<file path="src/fsp_pkg.sv">
`default_nettype none
package fsp_pkg;

    // parser mode
    typedef enum logic [2:0] {
        MODE_IDLE,
        MODE_WIDTH,
        MODE_PREC,
        MODE_PEND_H,
        MODE_PEND_L
    } mode_t;

    // format bytes
    localparam logic [7:0] CH_NUL   = 8'h00;
    localparam logic [7:0] CH_SPACE = 8'h20;
    localparam logic [7:0] CH_HASH  = 8'h23;
    localparam logic [7:0] CH_PLUS  = 8'h2B;
    localparam logic [7:0] CH_MINUS = 8'h2D;
    localparam logic [7:0] CH_DOT   = 8'h2E;
    localparam logic [7:0] CH_ZERO  = 8'h30;
    localparam logic [7:0] CH_NINE  = 8'h39;
    localparam logic [7:0] CH_H     = 8'h68;
    localparam logic [7:0] CH_J     = 8'h6A;
    localparam logic [7:0] CH_L     = 8'h6C;
    localparam logic [7:0] CH_Z     = 8'h7A;

    // length modifier bit positions
    localparam int LN_H  = 0;
    localparam int LN_HH = 1;
    localparam int LN_L  = 2;
    localparam int LN_LL = 3;
    localparam int LN_J  = 4;
    localparam int LN_Z  = 5;

    // fixed-width part of one result beat
    typedef struct packed {
        logic       left_align;
        logic       force_sign;
        logic       alt_form;
        logic       space_sign;
        logic       zero_pad;
        logic       has_precision;
        logic [5:0] length_mask;
        logic [7:0] conversion;
        logic       found;
    } res_ctl_t;

endpackage
`default_nettype wire

</file>
<file path="src/fsp_in_buf.sv">
`default_nettype none
module fsp_in_buf (
    input  wire logic       clk,
    input  wire logic       rst_n,
    input  wire logic       in_valid,
    input  wire logic [7:0] in_char,
    output logic            in_stall,
    input  wire logic       take,
    output logic            buf_valid,
    output logic [7:0]      buf_char
);
    logic       valid_reg;
    logic       valid_next;
    logic [7:0] char_reg;
    logic       load;

    // hold the byte until the parser takes it
    assign in_stall   = valid_reg && !take;
    assign load       = in_valid && !in_stall;
    assign valid_next = load || (valid_reg && !take);

    always_ff @(posedge clk or negedge rst_n)
    begin
        if (!rst_n)
        begin
            valid_reg <= 1'b0;
        end
        else
        begin
            valid_reg <= valid_next;
        end
    end

    // payload register
    always_ff @(posedge clk)
    begin
        if (load)
        begin
            char_reg <= in_char;
        end
    end

    assign buf_valid = valid_reg;
    assign buf_char  = char_reg;

endmodule
`default_nettype wire

</file>
<file path="src/fsp_engine.sv">
`default_nettype none
module fsp_engine #(
    parameter int VALUE_BITS = 16,
    parameter int INDEX_BITS = 8
) (
    input  wire logic                  clk,
    input  wire logic                  rst_n,
    input  wire logic                  buf_valid,
    input  wire logic [7:0]            buf_char,
    input  wire logic                  out_free,
    output logic                       take,
    output logic                       load,
    output fsp_pkg::res_ctl_t          res_ctl,
    output logic [VALUE_BITS-1:0]      res_width,
    output logic [VALUE_BITS-1:0]      res_prec,
    output logic [INDEX_BITS-1:0]      res_pos
);
    import fsp_pkg::*;

    mode_t                 mode_reg,    mode_next;
    logic [4:0]            flags_reg,   flags_next;
    logic [VALUE_BITS-1:0] width_reg,   width_next;
    logic                  prec_on_reg, prec_on_next;
    logic [VALUE_BITS-1:0] prec_reg,    prec_next;
    logic [5:0]            len_reg,     len_next;
    logic [INDEX_BITS-1:0] idx_reg,     idx_next;
    logic                  emit;
    logic [7:0]            conv;
    logic                  found;

    // acc * 10 + digit, clamped to all ones
    function automatic logic [VALUE_BITS-1:0] add_digit(
        input logic [VALUE_BITS-1:0] acc,
        input logic [7:0]            c
    );
        logic [VALUE_BITS+3:0] prod;
        prod = ({4'b0, acc} << 3) + ({4'b0, acc} << 1)
             + {{VALUE_BITS{1'b0}}, c[3:0]};
        if (prod[VALUE_BITS+3:VALUE_BITS] != 4'b0)
            add_digit = '1;
        else
            add_digit = prod[VALUE_BITS-1:0];
    endfunction

    // one byte of the spec
    always_comb
    begin
        logic is_digit;
        logic fall;
        mode_next    = mode_reg;
        flags_next   = flags_reg;
        width_next   = width_reg;
        prec_on_next = prec_on_reg;
        prec_next    = prec_reg;
        len_next     = len_reg;
        emit         = 1'b0;
        conv         = CH_NUL;
        found        = 1'b0;
        fall         = 1'b0;
        is_digit     = (buf_char >= CH_ZERO) && (buf_char <= CH_NINE);

        // mode-specific handling, may fall through to plain decode
        unique case (mode_reg)
            MODE_PEND_H:
            begin
                mode_next = MODE_IDLE;
                if (buf_char == CH_H)
                    len_next[LN_HH] = 1'b1;
                else
                begin
                    len_next[LN_H] = 1'b1;
                    fall = 1'b1;
                end
            end
            MODE_PEND_L:
            begin
                mode_next = MODE_IDLE;
                if (buf_char == CH_L)
                    len_next[LN_LL] = 1'b1;
                else
                begin
                    len_next[LN_L] = 1'b1;
                    fall = 1'b1;
                end
            end
            MODE_WIDTH:
            begin
                if (is_digit)
                    width_next = add_digit(width_reg, buf_char);
                else
                begin
                    mode_next = MODE_IDLE;
                    fall = 1'b1;
                end
            end
            MODE_PREC:
            begin
                if (is_digit)
                    prec_next = add_digit(prec_reg, buf_char);
                else if (buf_char != CH_DOT)
                begin
                    mode_next = MODE_IDLE;
                    fall = 1'b1;
                end
            end
            default:
            begin
                mode_next = MODE_IDLE;
                fall = 1'b1;
            end
        endcase

        // plain decode from idle
        if (fall)
        begin
            priority if (buf_char == CH_NUL)
                emit = 1'b1;
            else if (buf_char == CH_MINUS)
                flags_next[0] = 1'b1;
            else if (buf_char == CH_PLUS)
                flags_next[1] = 1'b1;
            else if (buf_char == CH_HASH)
                flags_next[2] = 1'b1;
            else if (buf_char == CH_SPACE)
                flags_next[3] = 1'b1;
            else if (is_digit)
            begin
                if (buf_char == CH_ZERO)
                    flags_next[4] = 1'b1;
                else
                    width_next = add_digit(width_reg, buf_char);
                mode_next = MODE_WIDTH;
            end
            else if (buf_char == CH_DOT)
            begin
                prec_on_next = 1'b1;
                mode_next = MODE_PREC;
            end
            else if (buf_char == CH_H)
                mode_next = MODE_PEND_H;
            else if (buf_char == CH_L)
                mode_next = MODE_PEND_L;
            else if (buf_char == CH_J)
                len_next[LN_J] = 1'b1;
            else if (buf_char == CH_Z)
                len_next[LN_Z] = 1'b1;
            else
            begin
                emit  = 1'b1;
                conv  = buf_char;
                found = 1'b1;
            end
        end
    end

    // saturating byte position
    assign idx_next = (idx_reg == '1) ? idx_reg : idx_reg + 1'b1;

    // a result beat waits for the output register to be free
    assign take = buf_valid && (!emit || out_free);
    assign load = take && emit;

    // result beat from the updated state
    assign res_ctl.left_align    = flags_next[0];
    assign res_ctl.force_sign    = flags_next[1];
    assign res_ctl.alt_form      = flags_next[2];
    assign res_ctl.space_sign    = flags_next[3];
    assign res_ctl.zero_pad      = flags_next[4];
    assign res_ctl.has_precision = prec_on_next;
    assign res_ctl.length_mask   = len_next;
    assign res_ctl.conversion    = conv;
    assign res_ctl.found         = found;
    assign res_width             = width_next;
    assign res_prec              = prec_next;
    assign res_pos               = idx_reg;

    // parser state, cleared after each spec
    always_ff @(posedge clk or negedge rst_n)
    begin
        if (!rst_n)
        begin
            mode_reg    <= MODE_IDLE;
            flags_reg   <= '0;
            width_reg   <= '0;
            prec_on_reg <= 1'b0;
            prec_reg    <= '0;
            len_reg     <= '0;
            idx_reg     <= '0;
        end
        else if (take)
        begin
            if (emit)
            begin
                mode_reg    <= MODE_IDLE;
                flags_reg   <= '0;
                width_reg   <= '0;
                prec_on_reg <= 1'b0;
                prec_reg    <= '0;
                len_reg     <= '0;
                idx_reg     <= '0;
            end
            else
            begin
                mode_reg    <= mode_next;
                flags_reg   <= flags_next;
                width_reg   <= width_next;
                prec_on_reg <= prec_on_next;
                prec_reg    <= prec_next;
                len_reg     <= len_next;
                idx_reg     <= idx_next;
            end
        end
    end

    // state clears once a spec ends
    a_clear_after_end: assert property (@(posedge clk) disable iff (!rst_n)
        load |=> (mode_reg == MODE_IDLE) && (idx_reg == '0) && (flags_reg == '0))
        else $error("parser state not cleared after spec end");

    // position only grows within a spec
    a_pos_grows: assert property (@(posedge clk) disable iff (!rst_n)
        (take && !emit) |=> (idx_reg >= $past(idx_reg)))
        else $error("byte position went backward");

    // precision mode implies a dot was seen
    a_prec_mode: assert property (@(posedge clk) disable iff (!rst_n)
        (mode_reg == MODE_PREC) |-> prec_on_reg)
        else $error("precision mode without precision flag");

endmodule
`default_nettype wire

</file>
<file path="src/fsp_out_reg.sv">
`default_nettype none
module fsp_out_reg #(
    parameter int VALUE_BITS = 16,
    parameter int INDEX_BITS = 8
) (
    input  wire logic                   clk,
    input  wire logic                   rst_n,
    input  wire logic                   load,
    input  wire fsp_pkg::res_ctl_t      res_ctl,
    input  wire logic [VALUE_BITS-1:0]  res_width,
    input  wire logic [VALUE_BITS-1:0]  res_prec,
    input  wire logic [INDEX_BITS-1:0]  res_pos,
    input  wire logic                   out_stall,
    output logic                        out_free,
    output logic                        out_valid,
    output fsp_pkg::res_ctl_t           out_ctl,
    output logic [VALUE_BITS-1:0]       out_width,
    output logic [VALUE_BITS-1:0]       out_prec,
    output logic [INDEX_BITS-1:0]       out_pos
);
    import fsp_pkg::*;

    logic                  valid_reg;
    logic                  valid_next;
    res_ctl_t              ctl_reg;
    logic [VALUE_BITS-1:0] width_reg;
    logic [VALUE_BITS-1:0] prec_reg;
    logic [INDEX_BITS-1:0] pos_reg;

    // free when empty or the held beat leaves this cycle
    assign out_free   = !valid_reg || !out_stall;
    assign valid_next = load || (valid_reg && out_stall);

    always_ff @(posedge clk or negedge rst_n)
    begin
        if (!rst_n)
        begin
            valid_reg <= 1'b0;
        end
        else
        begin
            valid_reg <= valid_next;
        end
    end

    // result payload
    always_ff @(posedge clk)
    begin
        if (load)
        begin
            ctl_reg   <= res_ctl;
            width_reg <= res_width;
            prec_reg  <= res_prec;
            pos_reg   <= res_pos;
        end
    end

    assign out_valid = valid_reg;
    assign out_ctl   = ctl_reg;
    assign out_width = width_reg;
    assign out_prec  = prec_reg;
    assign out_pos   = pos_reg;

endmodule
`default_nettype wire

</file>
<file path="src/format_spec_parser.sv">
`default_nettype none
// Parses a printf conversion spec one byte per beat, starting with the byte
// after the percent sign, and returns one result beat when a conversion byte
// or a NUL ends the spec. A new byte is taken every cycle; a result appears
// in the cycle after its ending byte is taken from the input register (the
// parse step writes the result register as it takes that byte) and is held
// until taken. Only a stalled result that blocks a further ending byte holds
// up the input side.
module format_spec_parser #(
    parameter int VALUE_BITS = 16,
    parameter int INDEX_BITS = 8
) (
    input  wire logic                  clk,
    input  wire logic                  rst_n,
    input  wire logic                  in_valid,
    output logic                       in_stall,
    input  wire logic [7:0]            in_char,
    output logic                       out_valid,
    input  wire logic                  out_stall,
    output logic                       left_align,
    output logic                       force_sign,
    output logic                       alt_form,
    output logic                       space_sign,
    output logic                       zero_pad,
    output logic [VALUE_BITS-1:0]      field_width,
    output logic                       has_precision,
    output logic [VALUE_BITS-1:0]      precision_value,
    output logic [5:0]                 length_mask,
    output logic [7:0]                 conversion,
    output logic                       found,
    output logic [INDEX_BITS-1:0]      position
);
    import fsp_pkg::*;

    logic                  buf_valid;
    logic [7:0]            buf_char;
    logic                  take;
    logic                  load;
    logic                  out_free;
    res_ctl_t              res_ctl;
    res_ctl_t              out_ctl;
    logic [VALUE_BITS-1:0] res_width;
    logic [VALUE_BITS-1:0] res_prec;
    logic [INDEX_BITS-1:0] res_pos;

    // input register
    fsp_in_buf u_in_buf (
        .clk       (clk),
        .rst_n     (rst_n),
        .in_valid  (in_valid),
        .in_char   (in_char),
        .in_stall  (in_stall),
        .take      (take),
        .buf_valid (buf_valid),
        .buf_char  (buf_char)
    );

    // parse step and spec state
    fsp_engine #(
        .VALUE_BITS (VALUE_BITS),
        .INDEX_BITS (INDEX_BITS)
    ) u_engine (
        .clk       (clk),
        .rst_n     (rst_n),
        .buf_valid (buf_valid),
        .buf_char  (buf_char),
        .out_free  (out_free),
        .take      (take),
        .load      (load),
        .res_ctl   (res_ctl),
        .res_width (res_width),
        .res_prec  (res_prec),
        .res_pos   (res_pos)
    );

    // result register
    fsp_out_reg #(
        .VALUE_BITS (VALUE_BITS),
        .INDEX_BITS (INDEX_BITS)
    ) u_out_reg (
        .clk       (clk),
        .rst_n     (rst_n),
        .load      (load),
        .res_ctl   (res_ctl),
        .res_width (res_width),
        .res_prec  (res_prec),
        .res_pos   (res_pos),
        .out_stall (out_stall),
        .out_free  (out_free),
        .out_valid (out_valid),
        .out_ctl   (out_ctl),
        .out_width (field_width),
        .out_prec  (precision_value),
        .out_pos   (position)
    );

    // unpack the result beat
    assign left_align    = out_ctl.left_align;
    assign force_sign    = out_ctl.force_sign;
    assign alt_form      = out_ctl.alt_form;
    assign space_sign    = out_ctl.space_sign;
    assign zero_pad      = out_ctl.zero_pad;
    assign has_precision = out_ctl.has_precision;
    assign length_mask   = out_ctl.length_mask;
    assign conversion    = out_ctl.conversion;
    assign found         = out_ctl.found;

endmodule
`default_nettype wire

</file>
<file path="config.mk">
export PLATFORM = sky130hd
export DESIGN_NAME = format_spec_parser
export DESIGN_NICKNAME = d
export VERILOG_FILES = /design/src/fsp_pkg.sv /design/src/fsp_in_buf.sv /design/src/fsp_engine.sv /design/src/fsp_out_reg.sv /design/src/format_spec_parser.sv
export SDC_FILE = /design/constraint.sdc
export NUM_CORES = 1
export LEC_CHECK = 0
export ABC_AREA = 1
export BUFFER_PORTS_ARGS = -buffer_cell sky130_fd_sc_hd__buf_2
export CAP_MARGIN = 0
export CORE_UTILIZATION = 32
export DETAILED_ROUTE_END_ITERATION = 8
export GPL_ROUTABILITY_DRIVEN = 1
export GPL_TIMING_DRIVEN = 0
export PLACE_DENSITY_LB_ADDON = 0.2
export SLEW_MARGIN = 20
export SYNTH_ARGS = -nofsm -noshare
export SYNTH_HDL_FRONTEND = slang
export SYNTH_SLANG_ARGS = --single-unit
</file>
<file path="constraint.sdc">
create_clock -name clk -period 4.2 [get_ports clk]
set_input_delay 0.63 -clock clk [delete_from_list [all_inputs] [get_ports clk]]
set_output_delay 0.63 -clock clk [all_outputs]
set_load 0.005 [all_outputs]
</file>
After elaboration in Yosys (flattened, before gate mapping):

Cells that the tools add are included.

* $add $sub $neg: 5
* $lt $le $gt $ge: 2
* eq/ne operators: 17
* multiplexer cells: 93
* bitwise operators: 1
* reductions and logical operators: 21

Operators by type and width (count)
* $mux 16: 16
* $eq 8x6->1 const B: 6
* $mux 3: 15
* $add 19x17->20: 2
* $add 20x4->20: 2
* $mux 1: 40
* $eq 8x7->1 const B: 4
* $mux 2: 13
* $mux 8: 2
* $mux 5: 3
* $reduce_or 12->1: 1
* $add 8x1->8 const B: 1
* $eq 8x8->1 const B: 1
* $ge 8x6->1 const B: 1
* $le 8x6->1 const B: 1
* $logic_not 8->1: 1
* $ne 8x6->1 const B: 1
* $reduce_bool 4->1: 2
* $eq 3x2->1 const B: 2
* $logic_and 1x1->1: 6
* $mux 6: 1
* $pmux 3 s2: 1
* $logic_not 1->1: 5
* $logic_or 1x1->1: 4
* 8 further kinds: 8

* register bits after elaboration: 126
* input port bits: 12
* output and inout bits: 63
* word-level logic and storage cells: 161

Logic depth before layout (Yosys ltp):

Gate-level depths: netlist of the first run.

* word-level depth: 21
* depth in mapped cells: 18
* depth with buffers taken out: 17

Cells and area by module:

From an unflattened synthesis of the first run, not the netlist that was laid out.

* cell total of the unflattened synthesis: 969
* area total of the unflattened synthesis: 8045.2 um^2

By module, submodules not included
* fsp_engine: times used 1, cells each 889, area an instance 5874.4 um^2, sequential area each 1376.3 um^2
* fsp_out_reg: times used 1, cells each 65, area an instance 1873.0 um^2, sequential area each 1856.8 um^2
* fsp_in_buf: times used 1, cells each 15, area an instance 297.8 um^2, sequential area each 265.3 um^2

Worst setup path after synthesis of the first run:

OpenSTA, ideal clock, no wires.

* path kind: register -> register
* from: reg u_in_buf.char_reg[1], in the netlist u_in_buf.buf_char[1]
* to: reg u_out_reg.ctl_reg (netlist bit u_out_reg.out_ctl[0]) (enable)
* setup time: 415 ps
* arrival time: 2686 ps
* data required time: 3785 ps
* setup slack: 1098 ps
* cell stages (with the launch flop): 16
* period minus slack after synthesis: 3102 ps
* path through: edfxtp_1 > inv_1 > nand2_2 > inv_2 > nand2_1 > nor2_1 > inv_2 > nand2_1 > inv_1 > nand2_2 > nor2_8 > nand2_2 > nand2_2 > inv_2 > nand2_1 > inv_1

* longest elaborated chain between the ends: 17

Ends and longest elaborated chain
* start, declared: line fsp_in_buf.sv:14 `logic [7:0] char_reg;`
* start signal, assigned: line fsp_in_buf.sv:39 `char_reg <= in_char;`
* $eq 8x7->1: line fsp_engine.sv:145 `else if (buf_char == CH_Z)`
* $mux 1: line fsp_engine.sv:145
* $mux 1: line fsp_engine.sv:143 `else if (buf_char == CH_J)`
* $mux 1 (2 in series)
* $mux 1: line fsp_engine.sv:134 `else if (buf_char == CH_DOT)`
* $mux 1
* $mux 1: line fsp_engine.sv:124 `else if (buf_char == CH_SPACE)`
* $mux 1
* $mux 1: line fsp_engine.sv:120 `else if (buf_char == CH_PLUS)`
* $mux 1: line fsp_engine.sv:118 `else if (buf_char == CH_MINUS)`
* $mux 1: line fsp_engine.sv:116 `priority if (buf_char == CH_NUL)`
* $mux 1 (*): line fsp_engine.sv:114 `if (fall)`
* $logic_not 1->1: line fsp_engine.sv:160 `assign take = buf_valid && (!emit || out_free);`
* $logic_or 1x1->1: line fsp_engine.sv:160
* $logic_and 1x1->1: line fsp_engine.sv:160
* $logic_and 1x1->1 (*): line fsp_engine.sv:161 `assign load = take && emit;`
* via load: line format_spec_parser.sv:38 `logic load;`
* end signal, assigned: line fsp_out_reg.sv:51 `ctl_reg <= res_ctl;`
* end, declared: line fsp_out_reg.sv:25 `res_ctl_t ctl_reg;`

The timed path passes the listed nets; every way through them passes the cells marked *.
A chain may end at the register's enable or synchronous reset.

Worst setup path after layout of the first run:

* from: reg u_in_buf.char_reg[3], in the netlist u_in_buf.buf_char[3]
* to: reg u_out_reg.width_reg[13], in the netlist u_out_reg.out_width[13] (data pin)

* longest elaborated chain between the ends: 13

Ends and longest elaborated chain
* $add 20x4->20: line fsp_engine.sv:38 `+ {{VALUE_BITS{1'b0}}, c[3:0]};`
* $reduce_bool 4->1: line fsp_engine.sv:39 `if (prod[VALUE_BITS+3:VALUE_BITS] != 4'b0)`
* $mux 16: line fsp_engine.sv:39
* $mux 16: line fsp_engine.sv:88 `if (is_digit)`
* $mux 16: line fsp_engine.sv:63 `unique case (mode_reg)`
* $mux 16: line fsp_engine.sv:128 `if (buf_char == CH_ZERO)`
* $mux 16: line fsp_engine.sv:126 `else if (is_digit)`
* $mux 16: line fsp_engine.sv:124
* $mux 16: line fsp_engine.sv:122 `else if (buf_char == CH_HASH)`
* $mux 16: line fsp_engine.sv:120
* $mux 16: line fsp_engine.sv:118
* $mux 16: line fsp_engine.sv:116
* $mux 16 (*): line fsp_engine.sv:114
* via res_width[13]: line format_spec_parser.sv:42 `logic [VALUE_BITS-1:0] res_width;`
* end signal, assigned: line fsp_out_reg.sv:52 `width_reg <= res_width;`
* end, declared: line fsp_out_reg.sv:26 `logic [VALUE_BITS-1:0] width_reg;`

Marks and branches as above.

==> impl_metrics.toml, run 1 <==
[clock_tree]
cts_tree = "done"
cts_buffers = 17
clockBufferDepth = 2
clock_latency_ns = 0.42
clock_tree.root_cell = "clkbuf_16"
cts_hold_buf = 0
cts_resized = 0
clock_sinks = 126
h-tree-depth = 4
cts.clk_slew.worst_paths_ns = 0.06
cts_setup_buffers = 0

[timing]
worstMarginPinSlew_ns = 0.547
fin_crit_sh_pct = 87.0
fin_skew_ns = 0.0120
min_period_ns = 3.65
rsz0062_at_grt = "false"
relSlewSlack_pct = 63.6
layout_setup_ws_ns = 0.547
finalSetupViolations = 0
hold_viol_final = 0
timing.fmax_ghz = 0.274
finalMaxSlewViolations = 0
setup_tns_ns = 0

[yosys]
netlist_area_um2 = 8230
synthDominantCellAreaShare_pct = 25.2
synth_largest_area_cell = "edfxtp_1"
synth_top_family_by_area = "simple AND/OR/NAND/NOR gates"
yosys_most_used_dff = "edfxtp_1"
yosys.area_share.simple_pct = 32.6
ys_types = 37
ys_ff_latch = 126
syn_nets = 1117
yosysMostFrequentCell = "nand2_1"
synthTopCellsByArea = "edfxtp_1 (25%), dfrtp_1 (17%), nand2_1 (14%)"
synthArstFlopShare_pct = 45.2
synth_compound_area_share_pct = 4.38
synth.avg_cell_area_um2 = 7.93
synth.area.mux_share_pct = 0
synthXorXnorAreaFrac_pct = 1.70
synthAdderAreaFrac_pct = 10.5
synth_cells = 1038
ys_seq_area_share_pct = 42.5
yosys_warnings = 0
synth_edf_count = 69
netlist_top_cells_count = "nand2_1 (311), inv_1 (135), nand3_1 (109), edfxtp_1 (69), nor2_1 (68)"

[placed_design]
place_ws_ns = 0.508
globalplace.congestion = 0.868
dp.cells = 1444
io_buffers = 74
place_hpwl_um = 15800

[die]
die_y_um = 162
die_w_um = 162
die_area_um2 = 26400
pin_count = 75
core_um2 = 25200
rows = 58
start_util_pct = 32.7

[worst_setup_path]
crit_fanout = 10
worstPathRequired_ns = 4.36
cp.arrival_ns = 3.82
crit_path_end_kind = "register"
startpoint_type = "register"
criticalPathCategory = "register to register"

[global_routing]
met3_usage_pct = 2.39
grt_antenna_before_repair = 0
busiest_layer = "met2"
grt_pass1_vias = 6424
grt_overflow = 0
grtUsageMet1_pct = 21.2
grt_usage_pct = 16.2
grt_pass1_wl_um = 33300
grt_max_degree = 50
use_met2_pct = 27.4

[detailed_routing]
dr.pass1.iters = 5
routed_wl_um = 20600
wire_per_inst_um = 13.9
vias = 6816
drc = 0
drtIter0Drc = 395
antenna_left = 0
avgViaCountPerCell = 4.62

[power_and_ir_drop]
power_uw = 3400
peakVddDrop_uv = 201
cellLeakagePower_uw = 0.00521
powerDensity_nw_per_um2 = 351

[layout]
areaGrowthSynthToFinish_pct = 17.6
n_fill_cell = 2594
layout.cells.non_filler = 1476
drive_gt1_share_pct = 16.4
antenna_cells = 0
largest_register_ffs = 21
nets = 1212

[run]
max-cap-violations = 0

[outcome]
status = "finished, final reports clean"

[hold_path]
hold_class = "input pin to asynchronous set/reset pin"
## cells in the final DEF (no fill, tap or decap), types with 29 or more instances in the layout
cell type  count
buf_2         80
nand3_1      109
inv_1        134
ha_1          63
nor2_1        68
edfxtp_1      69
a21oi_1       37
or2_2         29
nand2_1      311
dfrtp_1       57
## kinds of logic after synthesis
group,count (synthesis)
buffers and inverters,166
AOI/OAI and AO/OA,68
and+or+nand+nor,595
adders and majority gates,67
xor gates and xnor gates,16
DFF,126
## layout make-up
| cell class | count | area [um^2] | share of cell area (%) |
|---|---|---|---|
| Buffer | 20 | 133 | 1.37 |
| Clock buffer | 17 | 425 | 4.39 |
| Clock inverter | 15 | 188 | 1.94 |
| Inverter | 146 | 551 | 5.69 |
| Multi-Input combinational cell | 746 | 4050 | 41.9 |
| Sequential cell | 126 | 3500 | 36.1 |
| Tap cell | 330 | 413 | 4.27 |
| Timing Repair Buffer | 76 | 420 | 4.34 |
## final timing paths
| path | cells past startpoint | from | slack, ns | to |
|---|---|---|---|---|
| max in group asynchronous | 2 | rst_n | 3.63 | u_engine.width_reg[14] |
| worst max-delay path | 15 | u_in_buf.buf_char[3] | 0.55 | u_out_reg.out_width[13] |
| min in group clk | 1 | in_char[7] | 0.39 | u_in_buf.buf_char[7] |
| worst min-delay path | 1 | rst_n | 0.06 | u_engine.prec_reg[14] |
| worst min register to register | 2 | u_engine.len_reg[1] | 0.46 | u_engine.len_reg[1] |
| worst max register to register | 15 | u_in_buf.buf_char[3] | 0.55 | u_out_reg.out_width[13] |
## through the flow
stage / hold WS [ns] / util [%] / instance area [um^2]
detailed placement: 0.456 / 36.0 / 9070
floorplan: 0.334 / - / 8230
finish: 0.0552 / 38.4 / 9680
global route: 0.0456 / 38.4 / 9680
global placement: 0.447 / 35.8 / 9010
CTS: 0.0370 / 38.4 / 9680
## metal layers
layer  vias to the layer above  part of all wire [%]
met4                         0                   1.1
met5                         -                     0
met1                      3146                    48
met2                        98                    49
li1                       3555                     -
met3                        17                   2.5
## power by group
part	internal, uW	total [uW]	switching (uW)
clock	941	1520	581
combinational	142	411	269
sequential	1430	1460	38.2
total	2510	3400	888
## critical path, stage by stage (launching register included)
cell      delay, ns
edfxtp_1       0.57
fa_1           0.63
inv_1          0.07
fa_1           0.46
inv_1          0.12
nand2_1        0.06
nand2_1        0.08
nand3_1        0.08
nand2_1        0.17
nand2_1        0.09
nand3_1        0.08
nand2_1        0.08
nor2_2         0.26
buf_2          0.30
nand3_1        0.17
and2_1         0.20
(Power assumes the default switching activity.)
==> inputs of run 2 (changes only) <==
CORE_UTILIZATION = 35   (was 32)
GPL_ROUTABILITY_DRIVEN = unset   (was 1)
==> impl_metrics.toml, run 2 (synthesis gave the netlist of run 1 again) <==
[outcome]
status = "finished, final reports clean"

[detailed_routing]
drc = 0
drtIter0Drc = 307
routed_wl_um = 20200
antenna_left = 0
wire_per_inst_um = 13.9
avgViaCountPerCell = 4.66
vias = 6798
dr.pass1.iters = 5

[run]
max-cap-violations = 0

[die]
die_w_um = 155
pin_count = 75
start_util_pct = 36.0
die_y_um = 155
core_um2 = 22800
rows = 55
die_area_um2 = 24100

[placed_design]
io_buffers = 74
place_hpwl_um = 15300
place_ws_ns = 0.492
dp.cells = 1427
globalplace.congestion = 0.861

[clock_tree]
clock_sinks = 126
clock_latency_ns = 0.43
cts_hold_buf = 0
cts_tree = "done"
cts_setup_buffers = 0
clock_tree.root_cell = "clkbuf_16"
cts_resized = 0
h-tree-depth = 4
clockBufferDepth = 2
cts_buffers = 17
cts.clk_slew.worst_paths_ns = 0.06

[timing]
setup_tns_ns = 0
hold_viol_final = 0
timing.fmax_ghz = 0.269
layout_setup_ws_ns = 0.484
rsz0062_at_grt = "false"
finalMaxSlewViolations = 0
fin_skew_ns = 0.0218
fin_crit_sh_pct = 88.5
relSlewSlack_pct = 59.6
worstMarginPinSlew_ns = 0.606
min_period_ns = 3.72
finalSetupViolations = 0

[power_and_ir_drop]
cellLeakagePower_uw = 0.00521
peakVddDrop_uv = 184
power_uw = 3380
powerDensity_nw_per_um2 = 350

[worst_setup_path]
worstPathRequired_ns = 4.37
criticalPathCategory = "register to register"
crit_fanout = 10
crit_path_end_kind = "register"
startpoint_type = "register"
cp.arrival_ns = 3.88

[layout]
areaGrowthSynthToFinish_pct = 17.2
drive_gt1_share_pct = 16.2
antenna_cells = 0
n_fill_cell = 2353
layout_common_cells = "nand2_1 (311), inv_1 (134), nand3_1 (109), buf_2 (80), edfxtp_1 (69)"
final_core_utilization_pct = 42.2
multi_input_area_um2 = 4050
nets = 1212
largest_register_ffs = 21
layout.cells.non_filler = 1459
mostFrequentLayoutCell = "nand2_1"
regArea_um2 = 3500

[hold_path]
hold_class = "input pin to asynchronous set/reset pin"

[global_routing]
grt_pass1_vias = 6624
grt_usage_pct = 17.8
grt_max_degree = 51
grt_overflow = 0
grt_pass1_wl_um = 33500
grt_antenna_before_repair = 0
run 2: path summary, 6_finish.rpt:
| path | startpoint | endpoint | slack, ns | depth (start not counted) |
|---|---|---|---|---|
| min reg2reg | u_engine.flags_reg[3] | u_engine.flags_reg[3] | 0.47 | 2 |
| min | rst_n | u_engine.prec_reg[13] | 0.04 | 1 |
| max in group asynchronous | rst_n | u_engine.width_reg[8] | 3.66 | 2 |
| min in group clk | in_char[6] | u_in_buf.buf_char[6] | 0.37 | 1 |
| max reg2reg | u_in_buf.buf_char[3] | u_out_reg.out_width[10] | 0.48 | 15 |
| max | u_in_buf.buf_char[3] | u_out_reg.out_width[10] | 0.48 | 15 |
run 2: cell type report:
| class | instances | area share [%] |
|---|---|---|
| plain buffers | 20 | 1.37 |
| clock buffers | 18 | 4.45 |
| clock inverters | 14 | 1.74 |
| inverters | 146 | 5.70 |
| multi-input cells | 746 | 42.0 |
| flip-flops and latches | 126 | 36.3 |
| well taps | 313 | 4.06 |
| repair buffers | 76 | 4.43 |
run 2: worst max-delay path, stage by stage (launching register included):
cell and delay, ns:
edfxtp_1 0.57, fa_1 0.62, inv_1 0.06, fa_1 0.47
inv_1 0.12, nand2_1 0.06, nand2_1 0.08, nand3_1 0.09
nand2_1 0.17, nand2_1 0.10, nand3_1 0.07, nand2_1 0.07
nor2_2 0.27, buf_2 0.32, nand4_1 0.19, and2_1 0.19
run 2: through the flow:
| step | instance area (um^2) | hold slack [ns] |
|---|---|---|
| floorplan | 8230 | 0.334 |
| global placement | 8990 | 0.448 |
| detailed placement | 9050 | 0.459 |
| CTS | 9650 | 0.0260 |
| global route | 9650 | 0.0258 |
| finish | 9650 | 0.0408 |
run 2: power by group:
group          total [uW]  switching, uW  internal (uW)  leakage (uW)
sequential           1460           38.7           1430       0.00148
combinational         412            267            145       0.00345
clock                1500            573            932      0.000288
total                3380            879           2500       0.00521
run 2: per-layer routing:
layer	track usage [%]	vias up	share of wire [%]
met5	0	-	0
met4	4.86	0	0.55
met3	3.12	8	2.8
met2	30.7	101	49
met1	22.9	3144	48
li1	-	3545	-
==> inputs of run 3 (changes only) <==
==> constraint.sdc (replaced) <==
create_clock -name clk -period 4.2 [get_ports clk]
set_input_delay 0.21 -clock clk [delete_from_list [all_inputs] [get_ports clk]]
set_output_delay 0.21 -clock clk [all_outputs]
set_load 0.005 [all_outputs]
==> impl_metrics.toml, run 3 (synthesis gave the netlist of run 1 again) <==
[die]
die_w_um = 155
core_um2 = 22800
die_area_um2 = 24100
rows = 55
die_y_um = 155
start_util_pct = 36.0
pin_count = 75

[worst_setup_path]
reg2reg_depth = 15
r2r_start = "u_in_buf.buf_char[3]"
cp.arrival_ns = 3.87
startpoint_type = "register"
criticalPathCategory = "register to register"
reg2reg_to = "u_out_reg.out_width[10]"
crit_path_end_kind = "register"
crit_start = "u_in_buf.buf_char[3]"
cp-endpoint = "u_out_reg.out_width[10]"
crit_fanout = 10
reg2reg_slack_ns = 0.51
worstPathRequired_ns = 4.38

[detailed_routing]
avgViaCountPerCell = 4.66
wire_per_inst_um = 13.9
drc = 0
routed_wl_um = 20400
dr.pass1.iters = 5
antenna_left = 0
drtIter0Drc = 286
vias = 6848

[clock_tree]
cts_tree = "done"
h-tree-depth = 4
clock_tree.root_cell = "clkbuf_16"
clock_sinks = 126
cts_hold_buf = 9
clock_latency_ns = 0.43
cts.clk_slew.worst_paths_ns = 0.06
clockBufferDepth = 2
cts_resized = 0
cts_setup_buffers = 0
cts_buffers = 17

[power_and_ir_drop]
power_uw = 3390
powerDensity_nw_per_um2 = 348
cellLeakagePower_uw = 0.00525
peakVddDrop_uv = 187

[layout]
mostFrequentLayoutCell = "nand2_1"
layout_common_cells = "nand2_1 (311), inv_1 (134), nand3_1 (109), buf_2 (80), edfxtp_1 (69)"
largest_register_ffs = 21
fin_area_um2 = 9740
drive_gt1_share_pct = 16.1
antenna_cells = 0
nets = 1221
areaGrowthSynthToFinish_pct = 18.3

[placed_design]
globalplace.congestion = 0.861
io_buffers = 74
place_area_um2 = 9050
place_hpwl_um = 15300
place_ws_ns = 0.492

[global_routing]
grtUsageMet1_pct = 23.0
grt_antenna_before_repair = 0
grt_pass1_wl_um = 33800
busiest_layer = "met2"
grt_overflow = 0
use_met2_pct = 31.1
met3_usage_pct = 3.12
grt_usage_pct = 18.0
grt_max_degree = 51
grt_pass1_vias = 6676

[timing]
min_period_ns = 3.69
fin_crit_sh_pct = 87.9
fin_skew_ns = 0.00842
finalSetupViolations = 0
rsz0062_at_grt = "false"
hold_viol_final = 0
relSlewSlack_pct = 59.5
layout_setup_ws_ns = 0.510
hold_slack_ns = 0.0113
worstMarginPinSlew_ns = 0.608
finalMaxSlewViolations = 0
setup_tns_ns = 0
timing.fmax_ghz = 0.271

[outcome]
status = "finished, final reports clean"

[run]
max-cap-violations = 0

[hold_path]
hold_class = "input pin to register"
[run 3: changes by cell type in the layout (fill, tap and decap cells not counted), sizes merged]
cell,delta
dlygate4sd3,+9
[run 3: power breakdown]
part           total (uW)  switching [uW]  internal [uW]
Clock                1510             576            932
Sequential           1460            38.5           1430
Combinational         417             267            150
[run 3: worst min path at each step]
stage | startpoint | to | slack (ns) | cells past startpoint
global placement | in_char[7] | u_in_buf.buf_char[7] | 0.39 | 1
floorplan | rst_n | u_engine.flags_reg[0] | -0.09 | 0
global route | in_valid | u_in_buf.buf_valid | 0.006 | 2
finish | out_stall | u_out_reg.out_valid | 0.01 | 3
detailed placement | rst_n | u_engine.prec_reg[13] | 0.06 | 1
CTS | out_stall | u_out_reg.out_valid | 0.004 | 3
[run 3: critical path, stage by stage (launching register included)]
cell and delay, ns:
edfxtp_1 0.56, fa_1 0.62, inv_1 0.06, fa_1 0.47, inv_1 0.12, nand2_1 0.06, nand2_1 0.08, nand3_1 0.08
nand2_1 0.18, nand2_1 0.10, nand3_1 0.07, nand2_1 0.07, nor2_2 0.27, buf_2 0.31, nand4_1 0.19, and2_1 0.19
[run 3: area by class of cell]
type | count | area, um^2
inverter | 146 | 551
clock buffer | 18 | 429
fill | 2349 | 13100
clock inverter | 14 | 168
multi-input combinational | 746 | 4050
sequential | 126 | 3500
timing repair buffer | 85 | 518
buffer | 20 | 133
tap | 313 | 392
[run 3: stage by stage]
step           util, %  instances
2_1_floorplan        -       1038
3_3_place_gp      39.4       1425
4_1_cts           42.6       1468
3_5_place_dp      39.6       1427
6_report          42.6       1468
5_1_grt           42.6       1468
[run 3: layer usage]
metal  vias up  part of all wire [%]
met5         -                     0
met4         0                   1.0
met3        16                   2.6
met2        98                    49
met1      3172                    47
li1       3562                     -
